<file path="src/design/bclfu_pkg.sv">
`timescale 1ns / 1ps
package bclfu_pkg;

  localparam int MAX_BLOCKS = 64;
  localparam int BLK_W      = $clog2(MAX_BLOCKS);
  localparam int CNT_W      = 16;
  localparam int DIV_W      = 22;
  localparam int BS_W       = 17;
  localparam int MR_W       = 7;
  localparam int CFG_W      = 22;
  localparam int CFG_IDX_W  = 2;

  localparam logic [CNT_W-1:0] CNT_MAX   = '1;
  localparam logic [MR_W-1:0]  TOTAL_MAX = '1;

  localparam logic [CFG_IDX_W-1:0] REG_MAX_RESIDENT = 2'd0;
  localparam logic [CFG_IDX_W-1:0] REG_BLOCK_SIZE   = 2'd1;
  localparam logic [CFG_IDX_W-1:0] REG_FILE_LENGTH  = 2'd2;

  typedef enum logic [3:0] {
    ST_IDLE,
    ST_CHK,
    ST_DIV1,
    ST_DIV2,
    ST_RANGE,
    ST_BLK,
    ST_SCAN_RD,
    ST_SCAN_EV,
    ST_EVICT,
    ST_PLACE,
    ST_CNT_RD,
    ST_CNT_WR,
    ST_EMIT,
    ST_ERR
  } state_t;

  typedef struct packed {
    logic cap_in;
    logic div_start;
    logic div_sel;
    logic latch_q1;
    logic latch_q2;
    logic blk_init;
    logic alloc_free;
    logic scan_init;
    logic scan_skip;
    logic rd_en;
    logic rd_sel_blk;
    logic scan_eval;
    logic evict_fin;
    logic place;
    logic cnt_wr;
    logic emit_load;
    logic emit_err;
  } cmd_t;

  typedef struct packed {
    logic req_bad;
    logic div_done;
    logic range_bad;
    logic resident;
    logic free_slot;
    logic idx_end;
    logic idx_res;
    logic stop_now;
    logic out_free;
    logic is_last;
  } sts_t;

endpackage

</file>
<file path="src/design/bclfu_div.sv">
`timescale 1ns / 1ps
module bclfu_div
  import bclfu_pkg::*;
(
  input  logic             clk,
  input  logic             rst_n,
  input  logic             start,
  input  logic [DIV_W-1:0] dividend,
  input  logic [BS_W-1:0]  divisor,
  output logic             done,
  output logic [DIV_W-1:0] quotient,
  output logic [BS_W-1:0]  remainder
);

  localparam int STEP_W = $clog2(DIV_W + 1);

  logic [BS_W-1:0]   acc_r, acc_nxt;
  logic [DIV_W-1:0]  q_r, q_nxt;
  logic [BS_W-1:0]   dsr_r;
  logic [STEP_W-1:0] step_r;
  logic              busy_r, done_r;
  logic [BS_W:0]     trial;

  // one quotient bit per cycle, restoring
  always_comb begin
    trial   = {acc_r, q_r[DIV_W-1]};
    acc_nxt = trial[BS_W-1:0];
    q_nxt   = {q_r[DIV_W-2:0], 1'b0};
    if (trial >= {1'b0, dsr_r}) begin
      acc_nxt = BS_W'(trial - {1'b0, dsr_r});
      q_nxt[0] = 1'b1;
    end
  end

  always_ff @(posedge clk) begin
    if (!rst_n) begin
      busy_r <= 1'b0;
      done_r <= 1'b0;
      step_r <= '0;
    end else begin
      done_r <= 1'b0;
      if (start) begin
        busy_r <= 1'b1;
        step_r <= '0;
      end else if (busy_r) begin
        step_r <= step_r + 1'b1;
        if (step_r == STEP_W'(DIV_W - 1)) begin
          busy_r <= 1'b0;
          done_r <= 1'b1;
        end
      end
    end
  end

  always_ff @(posedge clk) begin
    if (start) begin
      acc_r <= '0;
      q_r   <= dividend;
      dsr_r <= divisor;
    end else if (busy_r) begin
      acc_r <= acc_nxt;
      q_r   <= q_nxt;
    end
  end

  assign done      = done_r;
  assign quotient  = q_r;
  assign remainder = acc_r;

endmodule

</file>
<file path="src/design/bclfu_dp.sv">
`timescale 1ns / 1ps
module bclfu_dp
  import bclfu_pkg::*;
(
  input  logic                 clk,
  input  logic                 rst_n,
  input  cmd_t                 cmd,
  output sts_t                 sts,
  input  logic [31:0]          in_seek,
  input  logic [31:0]          in_size,
  input  logic                 cfg_we,
  input  logic [CFG_IDX_W-1:0] cfg_index,
  input  logic [CFG_W-1:0]     cfg_data,
  input  logic                 out_stall,
  output logic                 out_valid,
  output logic [BLK_W-1:0]     out_block_index,
  output logic                 out_hit,
  output logic                 out_evicted,
  output logic [BLK_W-1:0]     out_evicted_block,
  output logic [15:0]          out_offset_in_block,
  output logic [16:0]          out_byte_count,
  output logic                 out_error,
  output logic                 out_last
);

  logic [MR_W-1:0]  max_res_r;
  logic [BS_W-1:0]  bsize_r;
  logic [DIV_W-1:0] flen_r;

  logic [31:0]      seek_r, size_r;
  logic [DIV_W-1:0] bstart_r, pos_r, remain_r, bend_r;
  logic [BLK_W-1:0] blk_r, lastb_r;
  logic             q2_big_r;

  logic [MAX_BLOCKS-1:0] flag_r, vld_r;
  logic [MR_W-1:0]       total_r;
  logic [CNT_W-1:0]      cnt_mem [MAX_BLOCKS];
  logic [CNT_W-1:0]      rd_data_r;

  logic [BLK_W:0]   idx_r;
  logic             started_r;
  logic [CNT_W-1:0] min_r;
  logic [BLK_W-1:0] vict_r;
  logic             hit_r, ev_r;
  logic [BLK_W-1:0] evb_r;

  logic             ov_r, oh_r, oe_r, oerr_r, olast_r;
  logic [BLK_W-1:0] oblk_r, oevb_r;
  logic [15:0]      ooff_r;
  logic [16:0]      ocnt_r;

  logic [BS_W-1:0]  bs;
  logic [MR_W-1:0]  cap;
  logic [32:0]      end_sum;
  logic [DIV_W-1:0] dividend;
  logic             div_done;
  logic [DIV_W-1:0] quo;
  logic [BS_W-1:0]  rem;
  logic [DIV_W:0]   bend_sum;
  logic [DIV_W-1:0] span, serve;
  logic [BLK_W-1:0] idx;
  logic [BLK_W-1:0] rd_addr;
  logic [CNT_W-1:0] scan_c, blk_c;

  assign bs       = (bsize_r == '0) ? BS_W'(1) : bsize_r;
  assign cap      = (max_res_r == '0) ? MR_W'(1) : max_res_r;
  assign end_sum  = {1'b0, seek_r} + {1'b0, size_r};
  assign dividend = cmd.div_sel ? DIV_W'(end_sum[DIV_W-1:0] - 1'b1) : seek_r[DIV_W-1:0];
  assign bend_sum = {1'b0, bstart_r} + {6'b0, bs};
  assign span     = bend_r - pos_r;
  assign serve    = (span > remain_r) ? remain_r : span;
  assign idx      = idx_r[BLK_W-1:0];
  assign rd_addr  = cmd.rd_sel_blk ? blk_r : idx;
  assign scan_c   = vld_r[idx] ? rd_data_r : '0;
  assign blk_c    = vld_r[blk_r] ? rd_data_r : '0;

  bclfu_div u_div (
    .clk      (clk),
    .rst_n    (rst_n),
    .start    (cmd.div_start),
    .dividend (dividend),
    .divisor  (bs),
    .done     (div_done),
    .quotient (quo),
    .remainder(rem)
  );

  always_ff @(posedge clk) begin
    if (!rst_n) begin
      max_res_r <= MR_W'(8);
      bsize_r   <= BS_W'(4096);
      flen_r    <= '0;
    end else if (cfg_we) begin
      case (cfg_index)
        REG_MAX_RESIDENT: max_res_r <= cfg_data[MR_W-1:0];
        REG_BLOCK_SIZE:   bsize_r   <= cfg_data[BS_W-1:0];
        REG_FILE_LENGTH:  flen_r    <= cfg_data[DIV_W-1:0];
        default: ;
      endcase
    end
  end

  // request and per-block walk
  always_ff @(posedge clk) begin
    if (cmd.cap_in) begin
      seek_r <= in_seek;
      size_r <= in_size;
    end
    if (cmd.latch_q1) begin
      bstart_r <= seek_r[DIV_W-1:0] - {5'b0, rem};
      blk_r    <= quo[BLK_W-1:0];
      pos_r    <= seek_r[DIV_W-1:0];
      remain_r <= size_r[DIV_W-1:0];
    end
    if (cmd.latch_q2) begin
      lastb_r  <= quo[BLK_W-1:0];
      q2_big_r <= (quo >= DIV_W'(MAX_BLOCKS));
    end
    if (cmd.blk_init) begin
      bend_r <= (bend_sum > {1'b0, flen_r}) ? flen_r : bend_sum[DIV_W-1:0];
    end
    if (cmd.emit_load) begin
      pos_r    <= pos_r + serve;
      remain_r <= remain_r - serve;
      bstart_r <= bend_sum[DIV_W-1:0];
      blk_r    <= blk_r + 1'b1;
    end
  end

  // directory state
  always_ff @(posedge clk) begin
    if (!rst_n) begin
      flag_r  <= '0;
      vld_r   <= '0;
      total_r <= '0;
    end else begin
      if (cmd.alloc_free) total_r <= total_r + 1'b1;
      if (cmd.scan_eval) vld_r[idx] <= 1'b0;
      if (cmd.evict_fin) begin
        if (started_r) flag_r[vict_r] <= 1'b0;
        else if (total_r != TOTAL_MAX) total_r <= total_r + 1'b1;
      end
      if (cmd.place) begin
        flag_r[blk_r] <= 1'b1;
        vld_r[blk_r]  <= 1'b0;
      end
      if (cmd.cnt_wr) vld_r[blk_r] <= 1'b1;
    end
  end

  always_ff @(posedge clk) begin
    if (cmd.cnt_wr) cnt_mem[blk_r] <= (blk_c == CNT_MAX) ? blk_c : blk_c + 1'b1;
    if (cmd.rd_en) rd_data_r <= cnt_mem[rd_addr];
  end

  // victim scan
  always_ff @(posedge clk) begin
    if (cmd.scan_init) begin
      idx_r     <= '0;
      started_r <= 1'b0;
    end
    if (cmd.scan_skip) idx_r <= idx_r + 1'b1;
    if (cmd.scan_eval) begin
      idx_r     <= idx_r + 1'b1;
      started_r <= 1'b1;
      if (!started_r || scan_c < min_r) begin
        min_r  <= scan_c;
        vict_r <= idx;
      end
    end
    if (cmd.blk_init) begin
      hit_r <= flag_r[blk_r];
      ev_r  <= 1'b0;
      evb_r <= '0;
    end
    if (cmd.evict_fin && started_r) begin
      ev_r  <= 1'b1;
      evb_r <= vict_r;
    end
  end

  // output register
  always_ff @(posedge clk) begin
    if (!rst_n) begin
      ov_r <= 1'b0;
    end else if (cmd.emit_load || cmd.emit_err) begin
      ov_r <= 1'b1;
    end else if (!out_stall) begin
      ov_r <= 1'b0;
    end
  end

  always_ff @(posedge clk) begin
    if (cmd.emit_load) begin
      oblk_r  <= blk_r;
      oh_r    <= hit_r;
      oe_r    <= ev_r;
      oevb_r  <= evb_r;
      ooff_r  <= 16'(pos_r - bstart_r);
      ocnt_r  <= 17'(serve);
      oerr_r  <= 1'b0;
      olast_r <= (blk_r == lastb_r);
    end else if (cmd.emit_err) begin
      oblk_r  <= '0;
      oh_r    <= 1'b0;
      oe_r    <= 1'b0;
      oevb_r  <= '0;
      ooff_r  <= '0;
      ocnt_r  <= '0;
      oerr_r  <= 1'b1;
      olast_r <= 1'b1;
    end
  end

  always_comb begin
    sts.req_bad   = (size_r == '0) || (end_sum > {11'b0, flen_r});
    sts.div_done  = div_done;
    sts.range_bad = q2_big_r;
    sts.resident  = flag_r[blk_r];
    sts.free_slot = (total_r < cap);
    sts.idx_end   = idx_r[BLK_W];
    sts.idx_res   = flag_r[idx];
    sts.stop_now  = (!started_r || scan_c < min_r) && (scan_c == '0);
    sts.out_free  = !ov_r || !out_stall;
    sts.is_last   = (blk_r == lastb_r);
  end

  assign out_valid           = ov_r;
  assign out_block_index     = oblk_r;
  assign out_hit             = oh_r;
  assign out_evicted         = oe_r;
  assign out_evicted_block   = oevb_r;
  assign out_offset_in_block = ooff_r;
  assign out_byte_count      = ocnt_r;
  assign out_error           = oerr_r;
  assign out_last            = olast_r;

endmodule

</file>
<file path="src/design/bclfu_ctrl.sv">
`timescale 1ns / 1ps
module bclfu_ctrl
  import bclfu_pkg::*;
(
  input  logic clk,
  input  logic rst_n,
  input  logic in_valid,
  output logic in_stall,
  input  sts_t sts,
  output cmd_t cmd
);

  state_t state_r, state_nxt;

  always_ff @(posedge clk) begin
    if (!rst_n) state_r <= ST_IDLE;
    else        state_r <= state_nxt;
  end

  always_comb begin
    state_nxt = state_r;
    case (state_r)
      ST_IDLE:    if (in_valid) state_nxt = ST_CHK;
      ST_CHK:     state_nxt = sts.req_bad ? ST_ERR : ST_DIV1;
      ST_DIV1:    if (sts.div_done) state_nxt = ST_DIV2;
      ST_DIV2:    if (sts.div_done) state_nxt = ST_RANGE;
      ST_RANGE:   state_nxt = sts.range_bad ? ST_ERR : ST_BLK;
      ST_BLK: begin
        if (sts.resident)       state_nxt = ST_CNT_RD;
        else if (sts.free_slot) state_nxt = ST_PLACE;
        else                    state_nxt = ST_SCAN_RD;
      end
      ST_SCAN_RD: begin
        if (sts.idx_end)      state_nxt = ST_EVICT;
        else if (sts.idx_res) state_nxt = ST_SCAN_EV;
      end
      ST_SCAN_EV: state_nxt = sts.stop_now ? ST_EVICT : ST_SCAN_RD;
      ST_EVICT:   state_nxt = ST_PLACE;
      ST_PLACE:   state_nxt = ST_CNT_RD;
      ST_CNT_RD:  state_nxt = ST_CNT_WR;
      ST_CNT_WR:  state_nxt = ST_EMIT;
      ST_EMIT:    if (sts.out_free) state_nxt = sts.is_last ? ST_IDLE : ST_BLK;
      ST_ERR:     if (sts.out_free) state_nxt = ST_IDLE;
      default:    state_nxt = ST_IDLE;
    endcase
  end

  always_comb begin
    cmd      = '0;
    in_stall = 1'b1;
    case (state_r)
      ST_IDLE: begin
        in_stall   = 1'b0;
        cmd.cap_in = in_valid;
      end
      ST_CHK:  cmd.div_start = !sts.req_bad;
      ST_DIV1: begin
        cmd.latch_q1  = sts.div_done;
        cmd.div_start = sts.div_done;
        cmd.div_sel   = 1'b1;
      end
      ST_DIV2: cmd.latch_q2 = sts.div_done;
      ST_RANGE: ;
      ST_BLK: begin
        cmd.blk_init   = 1'b1;
        cmd.alloc_free = !sts.resident && sts.free_slot;
        cmd.scan_init  = !sts.resident && !sts.free_slot;
      end
      ST_SCAN_RD: begin
        cmd.rd_en     = !sts.idx_end && sts.idx_res;
        cmd.scan_skip = !sts.idx_end && !sts.idx_res;
      end
      ST_SCAN_EV: cmd.scan_eval = 1'b1;
      ST_EVICT:   cmd.evict_fin = 1'b1;
      ST_PLACE:   cmd.place = 1'b1;
      ST_CNT_RD: begin
        cmd.rd_en      = 1'b1;
        cmd.rd_sel_blk = 1'b1;
      end
      ST_CNT_WR:  cmd.cnt_wr = 1'b1;
      ST_EMIT:    cmd.emit_load = sts.out_free;
      ST_ERR:     cmd.emit_err = sts.out_free;
      default: ;
    endcase
  end

endmodule

</file>
<file path="src/design/block_cache_lfu_directory.sv">
`timescale 1ns / 1ps
// channel   direction  handshake           payload
// in        input      in_valid/in_stall   in_seek, in_size
// out       output     out_valid/out_stall block, hit, eviction, offset, count, error, last
// cfg       input      cfg_we              cfg_index, cfg_data
//
// one request at a time: it is checked and then split by two divider passes,
// then each block takes the hit, free-slot or eviction path, an eviction adding the scan
// (each resident block read and compared, each empty index skipped, up to a zero count or the end)
// reset is synchronous and active low; the directory comes up empty
// a result waits in the output register while the next block is worked on;
// a stalled output holds the walk only when the next result is ready
module block_cache_lfu_directory
  import bclfu_pkg::*;
(
  input  logic                 clk,
  input  logic                 rst_n,
  input  logic                 in_valid,
  output logic                 in_stall,
  input  logic [31:0]          in_seek,
  input  logic [31:0]          in_size,
  output logic                 out_valid,
  input  logic                 out_stall,
  output logic [BLK_W-1:0]     out_block_index,
  output logic                 out_hit,
  output logic                 out_evicted,
  output logic [BLK_W-1:0]     out_evicted_block,
  output logic [15:0]          out_offset_in_block,
  output logic [16:0]          out_byte_count,
  output logic                 out_error,
  output logic                 out_last,
  input  logic                 cfg_we,
  input  logic [CFG_IDX_W-1:0] cfg_index,
  input  logic [CFG_W-1:0]     cfg_data
);

  cmd_t cmd;
  sts_t sts;

  // sequencer: request check, division, per-block directory update
  bclfu_ctrl u_ctrl (
    .clk     (clk),
    .rst_n   (rst_n),
    .in_valid(in_valid),
    .in_stall(in_stall),
    .sts     (sts),
    .cmd     (cmd)
  );

  // registers, directory, count memory and output stage
  bclfu_dp u_dp (
    .clk                (clk),
    .rst_n              (rst_n),
    .cmd                (cmd),
    .sts                (sts),
    .in_seek            (in_seek),
    .in_size            (in_size),
    .cfg_we             (cfg_we),
    .cfg_index          (cfg_index),
    .cfg_data           (cfg_data),
    .out_stall          (out_stall),
    .out_valid          (out_valid),
    .out_block_index    (out_block_index),
    .out_hit            (out_hit),
    .out_evicted        (out_evicted),
    .out_evicted_block  (out_evicted_block),
    .out_offset_in_block(out_offset_in_block),
    .out_byte_count     (out_byte_count),
    .out_error          (out_error),
    .out_last           (out_last)
  );

  // an error item always closes its request
  a_err_last: assert property (@(posedge clk) disable iff (!rst_n)
    out_valid && out_error |-> out_last)
    else $error("error item without last");

  // a hit never displaces a block
  a_hit_no_evict: assert property (@(posedge clk) disable iff (!rst_n)
    out_valid && out_hit |-> !out_evicted)
    else $error("hit with eviction");

  // victim index is zero when nothing was evicted
  a_evb_zero: assert property (@(posedge clk) disable iff (!rst_n)
    out_valid && !out_evicted |-> out_evicted_block == '0)
    else $error("stray evicted block index");

  // an accepted request keeps the input closed on the next cycle
  a_one_req: assert property (@(posedge clk) disable iff (!rst_n)
    in_valid && !in_stall |=> in_stall)
    else $error("second request taken while busy");

endmodule
</file>
<file path="config.mk">
export PLATFORM = sky130hd
export DESIGN_NAME = block_cache_lfu_directory
export DESIGN_NICKNAME = d
export VERILOG_FILES = /design/src/design/bclfu_pkg.sv /design/src/design/bclfu_div.sv /design/src/design/bclfu_dp.sv /design/src/design/bclfu_ctrl.sv /design/src/design/block_cache_lfu_directory.sv
export SDC_FILE = /design/constraint.sdc
export NUM_CORES = 2
export LEC_CHECK = 0
export BUFFER_PORTS_ARGS = -buffer_cell sky130_fd_sc_hd__buf_2
export CAP_MARGIN = 20
export CELL_PAD_IN_SITES_DETAIL_PLACEMENT = 1
export CELL_PAD_IN_SITES_GLOBAL_PLACEMENT = 2
export CORE_MARGIN = 2
export CORE_UTILIZATION = 45
export CTS_BUF_LIST = sky130_fd_sc_hd__clkbuf_16
export CTS_CLUSTER_DIAMETER = 30
export DETAILED_ROUTE_END_ITERATION = 7
export PLACE_DENSITY = 0.86
export SLEW_MARGIN = 20
export SYNTH_ARGS = -nofsm -noshare
export SYNTH_HDL_FRONTEND = slang
export SYNTH_SLANG_ARGS = --single-unit
</file>
<file path="constraint.sdc">
create_clock -name clk -period 10.95 [get_ports clk]
set_input_delay 1.095 -clock clk [delete_from_list [all_inputs] [get_ports clk]]
set_output_delay 1.095 -clock clk [all_outputs]
set_load 0.02 [all_outputs]
</file>
# Word level (Yosys, flattened, before mapping)
# Memory sizes are Yosys's and may differ from the RTL's. A register that Yosys moved wholly into a read port is not among the register bits.
# Index checks and enable logic that the tools add are counted.
[classes] add_sub_neg=14 order_cmp=13 n_eq_ne=26 muxes=102 bitwise_logic=10 reduce_logical=39
[op_table] cell="64-bit two-way mux" n=9
[op_table] cell="22-bit two-way mux" n=11
[op_table] cell="64-bit bitwise AND" n=3
[op_table] cell="64-bit inverter" n=3
[op_table] cell="64-bit bitwise OR" n=2
[op_table] cell="16-bit two-way mux" n=5
[op_table] cell="17-bit two-way mux" n=4
[op_table] cell="7-bit two-way mux" n=8
[op_table] cell="4-bit case mux with 14 select lines" n=1
[op_table] cell="4-bit two-way mux" n=12
[op_table] cell="6-bit two-way mux" n=8
[op_table] cell="22-bit subtractor" n=2
[op_table] cell="32-bit by 32-bit adder with 33-bit output" n=1
[op_table] cell="33-bit by 22-bit > comparator with 1-bit output" n=1
[op_table] cell="32-bit logical NOT" n=1
[op_table] cell="1-bit two-way mux" n=32
[op_table] cell="1-bit binary-select mux with 6-bit select" n=4
[op_table] cell="4-bit == test (second input constant)" n=6
[op_table] cell="22-bit by 17-bit adder with 23-bit output" n=1
[op_table] cell="23-bit by 22-bit > comparator with 1-bit output" n=1
[op_table] cell="22-bit adder" n=1
[op_table] cell="22-bit by 7-bit >= comparator with 1-bit output (second input constant)" n=1
[op_table] cell="22-bit > comparator" n=1
[op_table] cell="22-bit by 1-bit subtractor with 22-bit output (second input constant)" n=1
[op_table] cell="other kinds (43)" n=85
[totals] register_bits=501 ramBits=1024 in_bits=93 out_inout_bits=51 wordCells=243 mem_count=1
[memory_table] name="u_dp.cnt_mem" words=64 word_bits=16 read_ports=1 rd_ports_with_merged_regs=1 wr=1 line="bclfu_dp.sv:37" rtl="logic [CNT_W-1:0] cnt_mem [MAX_BLOCKS];"

# Depth between registers and ports, before layout
[depth] word_depth=13 ltp_mapped=41 depth_no_buf=38

# Cells and area by module
# From an unflattened synthesis, not the netlist that was laid out.
[unflattened] cells_unflattened=5582 hier_area_um2=73725.7
[modules_own_cells] mod="bclfu_dp" n_inst=1 cells_per_inst=5172 area_per_inst_um2=69574.2 seq_area_each_um2=42410.7
[modules_own_cells] mod="bclfu_div" n_inst=1 cells_per_inst=325 area_per_inst_um2=3593.4 seq_area_each_um2=1651.6
[modules_own_cells] mod="bclfu_ctrl" n_inst=1 cells_per_inst=85 area_per_inst_um2=558.0 seq_area_each_um2=80.1

# Least setup slack after synthesis
# No wires, ideal clock.
[synth_timing] kind="register to register" startpoint="reg u_dp.pos_r[1]" endpoint="reg u_dp.remain_r[20], data pin" setup_ps=269 t_arrival_ps=7850 required_ps=10681 path_slack_ps=2832 stages_incl_launch_ff=39 path_buffers=4 synth_period_minus_slack_ps=8118 cell_sequence="edfxtp_1 > clkbuf_1 > inv_1 > fa_1 > a21o_1 > a21o_1 > a21oi_1 > a21oi_1 > o211a_1 > o21ai_0 > a21oi_1 > o21a_1 > o21ai_0 > nand2b_1 > a31o_2 > a21oi_1 > xnor2_1 > ha_1 > [3 not listed] > o21ai_1 > clkbuf_1 > clkbuf_1 > clkbuf_1 > nor2_1 > a21oi_1 > ha_1 > inv_1 > ha_1 > a2111oi_0 > nor4_1 > a311oi_1 > o22ai_1 > a22o_1 > a211oi_1 > a21oi_1 > xnor2_1 > o21ai_0"
[synth_between] elab_chain_len=5
[synth_lines] item="start: declaration" line="bclfu_dp.sv:31" rtl="logic [DIV_W-1:0] bstart_r, pos_r, remain_r, bend_r;"
[synth_lines] item="start signal: assignment" line="bclfu_dp.sv:112" rtl="pos_r <= seek_r[DIV_W-1:0];"
[synth_lines] item="start signal: assignment" line="bclfu_dp.sv:123" rtl="pos_r <= pos_r + serve;"
[synth_lines] item="22-bit subtractor" line="bclfu_dp.sv:70" rtl="assign span = bend_r - pos_r;"
[synth_lines] item="22-bit > comparator" line="bclfu_dp.sv:71" rtl="assign serve = (span > remain_r) ? remain_r : span;"
[synth_lines] item="22-bit two-way mux" line="bclfu_dp.sv:71"
[synth_lines] item="via u_dp.serve[0]" line="bclfu_dp.sv:60" rtl="logic [DIV_W-1:0] span, serve;"
[synth_lines] item="22-bit subtractor" line="bclfu_dp.sv:124" rtl="remain_r <= remain_r - serve;"
[synth_lines] item="22-bit two-way mux" line="bclfu_dp.sv:122" rtl="if (cmd.emit_load) begin"
[synth_lines] item="end signal: assignment" line="bclfu_dp.sv:113" rtl="remain_r <= size_r[DIV_W-1:0];"
[synth_lines] item="end signal: assignment" line="bclfu_dp.sv:124"
[synth_lines] item="end: declaration" line="bclfu_dp.sv:31"
# The timed path passes the listed nets, and every way through them passes these cells.
# A chain may end at the register's enable or synchronous reset.

# Final worst setup path
# Ends and elaborated chain as after synthesis.

==> impl_metrics.yaml <==
outcome:
  run_status: "completed"
setup_path:
  timing.critical_path.required_ns: 11.54
  rr_startpoint: "u_dp.pos_r[1]"
  cp-startpoint: "u_dp.pos_r[1]"
  setup.reg_to_reg.worst_slack_ns: 2.09
  arrival_time_of_data_at_the_critical_path_endpoint_ns: 9.45
  path_buf_inv: 3
  worst_path_largest_cell_delay_ns: 0.51
  crit_family: "compound AO/OA/AOI/OAI gates"
  worst-path-max-fanout: 36
  crit_path_end_kind: "flop"
  worst-r2r-cell-count: 35
  category_of_the_worst_setup_path_launch_point: "flop"
  reg2reg_to: "u_dp.remain_r[20]"
  critical-path-top-cell-by-count: "sky130_fd_sc_hd__a21oi_1"
  critical-path-slowest-cell: "sky130_fd_sc_hd__edfxtp_1"
  timing_worst_setup_path_type: "flop to flop"
yosys:
  yosys.cell_count.top_type: "sky130_fd_sc_hd__edfxtp_1"
  synthesis.yosys.warnings: 0
  synth_area_um2: 72800
  syn_nets: 5892
  synth_seq_area_share_pct: 60.63
  synth_top_area_share_pct: 54.78
  syn-instance-count: 5550
  post_synth_most_frequent_cells: "sky130_fd_sc_hd__edfxtp_1 (1328), sky130_fd_sc_hd__nand2_1 (594), sky130_fd_sc_hd__a21oi_1 (364)"
  synth_largest_area_cell: "sky130_fd_sc_hd__edfxtp_1"
  synth_top_cells_by_area: "sky130_fd_sc_hd__edfxtp_1 (55%), sky130_fd_sc_hd__mux4_2 (8.8%), sky130_fd_sc_hd__dfxtp_1 (5.9%), sky130_fd_sc_hd__ha_1 (4.2%), sky130_fd_sc_hd__nand2_1 (3.1%)"
  asyncSetResetFlopFracSynth_pct: 0
  synth.lib_cells_used.distinct: 84
  avgSynthCellArea_um2: 13.12
  yosys_register_bits: 1541
  synth_flop_cell: "sky130_fd_sc_hd__edfxtp_1"
  synth_edf_count: 1328
clocking:
  post-cts-setup-buffers: 0
  cts_htree_levels: 5
  number_of_buffers_inserted_for_hold_repair_after_clock_tree_synthesis: 0
  postCtsResizedCells: 0
  tritoncts_num_sinks: 1541
  number_of_buffers_created_by_cts: 347
  worst_setup_hold_path_clk_slew_ns: 0.05
  clock-root-buffer: "sky130_fd_sc_hd__clkbuf_16"
  clock_tree_from_tritoncts: "built"
  worstSkewPairLatency_ns: 1.00
  clock_path_buffers: 4
global_route:
  gr-total-overflow: 0
  met2_global_route_usage_pct: 48.60
  grt_first_pass_wirelength_um: 370300
  grt.met1_usage_pct: 41.47
  vias_in_the_first_global_route: 53970
  globalRoute.busiestLayer: "met2"
  pin_count_of_the_biggest_net_entering_global_routing: 129
  antenna_found_initial: 10
  use_met3_pct: 6.445
  track_usage_pct: 30.71
sta:
  rsz_0062_raised_after_global_routing: "false"
  worst-slew-pin-transition_ns: 1.214
  min_period_over_period_pct: 80.87
  final.setup_skew_ns: 0.1734
  fin_hold_ws_ns: 0.3658
  slew_headroom_pct: 18.80
  fin_setup_tns_ns: 0
  report.final.hold_viol_count: 0
  timing.final.setup_violations: 0
  highest_clock_rate_ghz: 0.1129
  slew_violations: 0
  finalCriticalPeriod_ns: 8.855
floorplanning:
  dieHeight_um: 406.2
  initial_core_util_pct: 45.34
  placement_rows: 147
  ios: 144
  die_width_um: 406.2
  design.die.area_um2: 165000
  core_area_um2: 160600
place:
  port_bufs: 143
  hpwlAfterDp_um: 157100
  place.gp.congestion: 0.9112
finish:
  fin_nets: 6207
  flow.area_growth_from_synthesis_pct: 21.20
  layout-drive-gt1-share_pct: 20.27
power_and_ir_drop:
  static-leakage-power_nw: 31.87
  vdd.ir_drop.worst_v: 0.0001742
  total_power_per_unit_cell_area_nw_per_um2: 246.2
routing:
  first_pass_iters: 6
  routedWlPerCell_um: 30.61
  postRouteAntennaNets: 0
  drt_drc_violations_left: 0
  detail_route.wirelength_um: 254200
  detail_route.vias_per_cell: 6.240
  drtIter0Drc: 5964
  vias: 51830
hold_path:
  hold_path_depth: 1
  min-delay-path-class: "primary input to flop"
  hold_path_startpoint: "in_seek[7]"
  hold-path-endpoint: "u_dp.seek_r[7]"
run:
  cap_viol_max_count: 0
## cell type report
| type | count | area (um2) |
|---|---|---|
| antenna | 4 | 10.01 |
| clock buffer | 351 | 8783 |
| clock inverter | 274 | 3097 |
| fill | 15600 | 72330 |
| inverter | 271 | 1022 |
| multi-input combinational | 3451 | 26890 |
| sequential | 1541 | 44140 |
| tap | 2160 | 2703 |
| timing repair buffer | 253 | 1587 |
## sequential cells by signal, indices dropped and copies added (netlist names), 17 cells and up
name / cells
u_dp.bstart_r: 22
u_dp.flag_r: 64
u_dp.vld_r: 64
u_dp.out_byte_count: 17
u_dp.size_r: 32
u_dp.bsize_r: 17
u_dp.cnt_mem: 1024
u_dp.u_div.remainder: 17
u_dp.seek_r: 32
u_dp.pos_r: 22
u_dp.u_div.quotient: 22
u_dp.flen_r: 22
u_dp.remain_r: 22
u_dp.u_div.dsr_r: 17
u_dp.bend_r: 22
## through the flow
stage | util, % | std cells | power, W | cell area [um2] | setup WS (ns)
after global routing | 54.95 | 8301 | 0.02240 | 88220 | 1.480
after floorplan | - | 5550 | 0.009651 | 72800 | 2.832
after global placement | 47.52 | 7675 | 0.01085 | 76300 | 2.443
after CTS | 54.93 | 8300 | 0.02171 | 88200 | 2.185
final | 54.95 | 8305 | 0.02172 | 88230 | 2.095
after detailed placement | 47.53 | 7675 | 0.01096 | 76320 | 2.221
## logic make-up after synthesis
kind of cell | after synthesis | share of synthesized area, %
XOR/XNOR | 173 | 2.081
adder cells (fa/ha/maj) | 255 | 4.424
buffers and inverters | 558 | 2.929
multiplexers | 392 | 10.47
flip-flops | 1541 | 60.63
AO/OA/AOI/OAI | 1199 | 10.32
AND/OR/NAND/NOR | 1432 | 9.145
## worst max-delay path by stage
stage	to	slack (ns)	cells past startpoint
finish	u_dp.remain_r[20]	2.09	35
global route	u_dp.pos_r[21]	1.48	36
CTS	u_dp.remain_r[20]	2.19	35
detailed placement	u_dp.remain_r[20]	2.22	35
global placement	u_dp.remain_r[20]	2.44	35
floorplan	u_dp.remain_r[20]	2.83	38
## cell usage in the layout, fill, tap and decap left out, types with 38 or more instances in the layout
| cell | n |
|---|---|
| sky130_fd_sc_hd__edfxtp_1 | 1328 |
| sky130_fd_sc_hd__nand2_1 | 593 |
| sky130_fd_sc_hd__a21oi_1 | 357 |
| sky130_fd_sc_hd__clkbuf_16 | 351 |
| sky130_fd_sc_hd__nor2_1 | 294 |
| sky130_fd_sc_hd__inv_1 | 290 |
| sky130_fd_sc_hd__mux4_2 | 286 |
| sky130_fd_sc_hd__o21ai_0 | 260 |
| sky130_fd_sc_hd__ha_1 | 243 |
| sky130_fd_sc_hd__dfxtp_1 | 213 |
| sky130_fd_sc_hd__buf_2 | 143 |
| sky130_fd_sc_hd__and2_1 | 120 |
| sky130_fd_sc_hd__a211oi_1 | 119 |
| sky130_fd_sc_hd__xnor2_1 | 110 |
| sky130_fd_sc_hd__buf_4 | 106 |
| sky130_fd_sc_hd__a31oi_1 | 91 |
| sky130_fd_sc_hd__a21o_1 | 85 |
| sky130_fd_sc_hd__xor2_1 | 63 |
| sky130_fd_sc_hd__nand3_1 | 60 |
| sky130_fd_sc_hd__bufinv_16 | 56 |
| sky130_fd_sc_hd__clkinv_2 | 54 |
| sky130_fd_sc_hd__nor3_1 | 52 |
| sky130_fd_sc_hd__clkinvlp_4 | 47 |
| sky130_fd_sc_hd__o211ai_1 | 46 |
| sky130_fd_sc_hd__mux2_2 | 45 |
| sky130_fd_sc_hd__nand4_1 | 40 |
| sky130_fd_sc_hd__clkinv_1 | 40 |
| sky130_fd_sc_hd__nor4_1 | 39 |
| sky130_fd_sc_hd__nor2b_1 | 38 |
## where the power goes
group,total (W),internal [W],switching [W]
clock,0.0107,0.00716,0.00355
combinational,0.00417,0.00153,0.00264
sequential,0.00684,0.00660,0.000235
## metal layers
layer | part of all wire (%) | vias to the layer above | wire length, um
li1 | - | 21890 | -
met1 | 41 | 26480 | 103100
met2 | 47 | 2858 | 119200
met3 | 8.7 | 600 | 22140
met4 | 3.9 | 2 | 9818
met5 | 0.0051 | - | 13
Note: power is estimated with default switching activity, not from simulation.
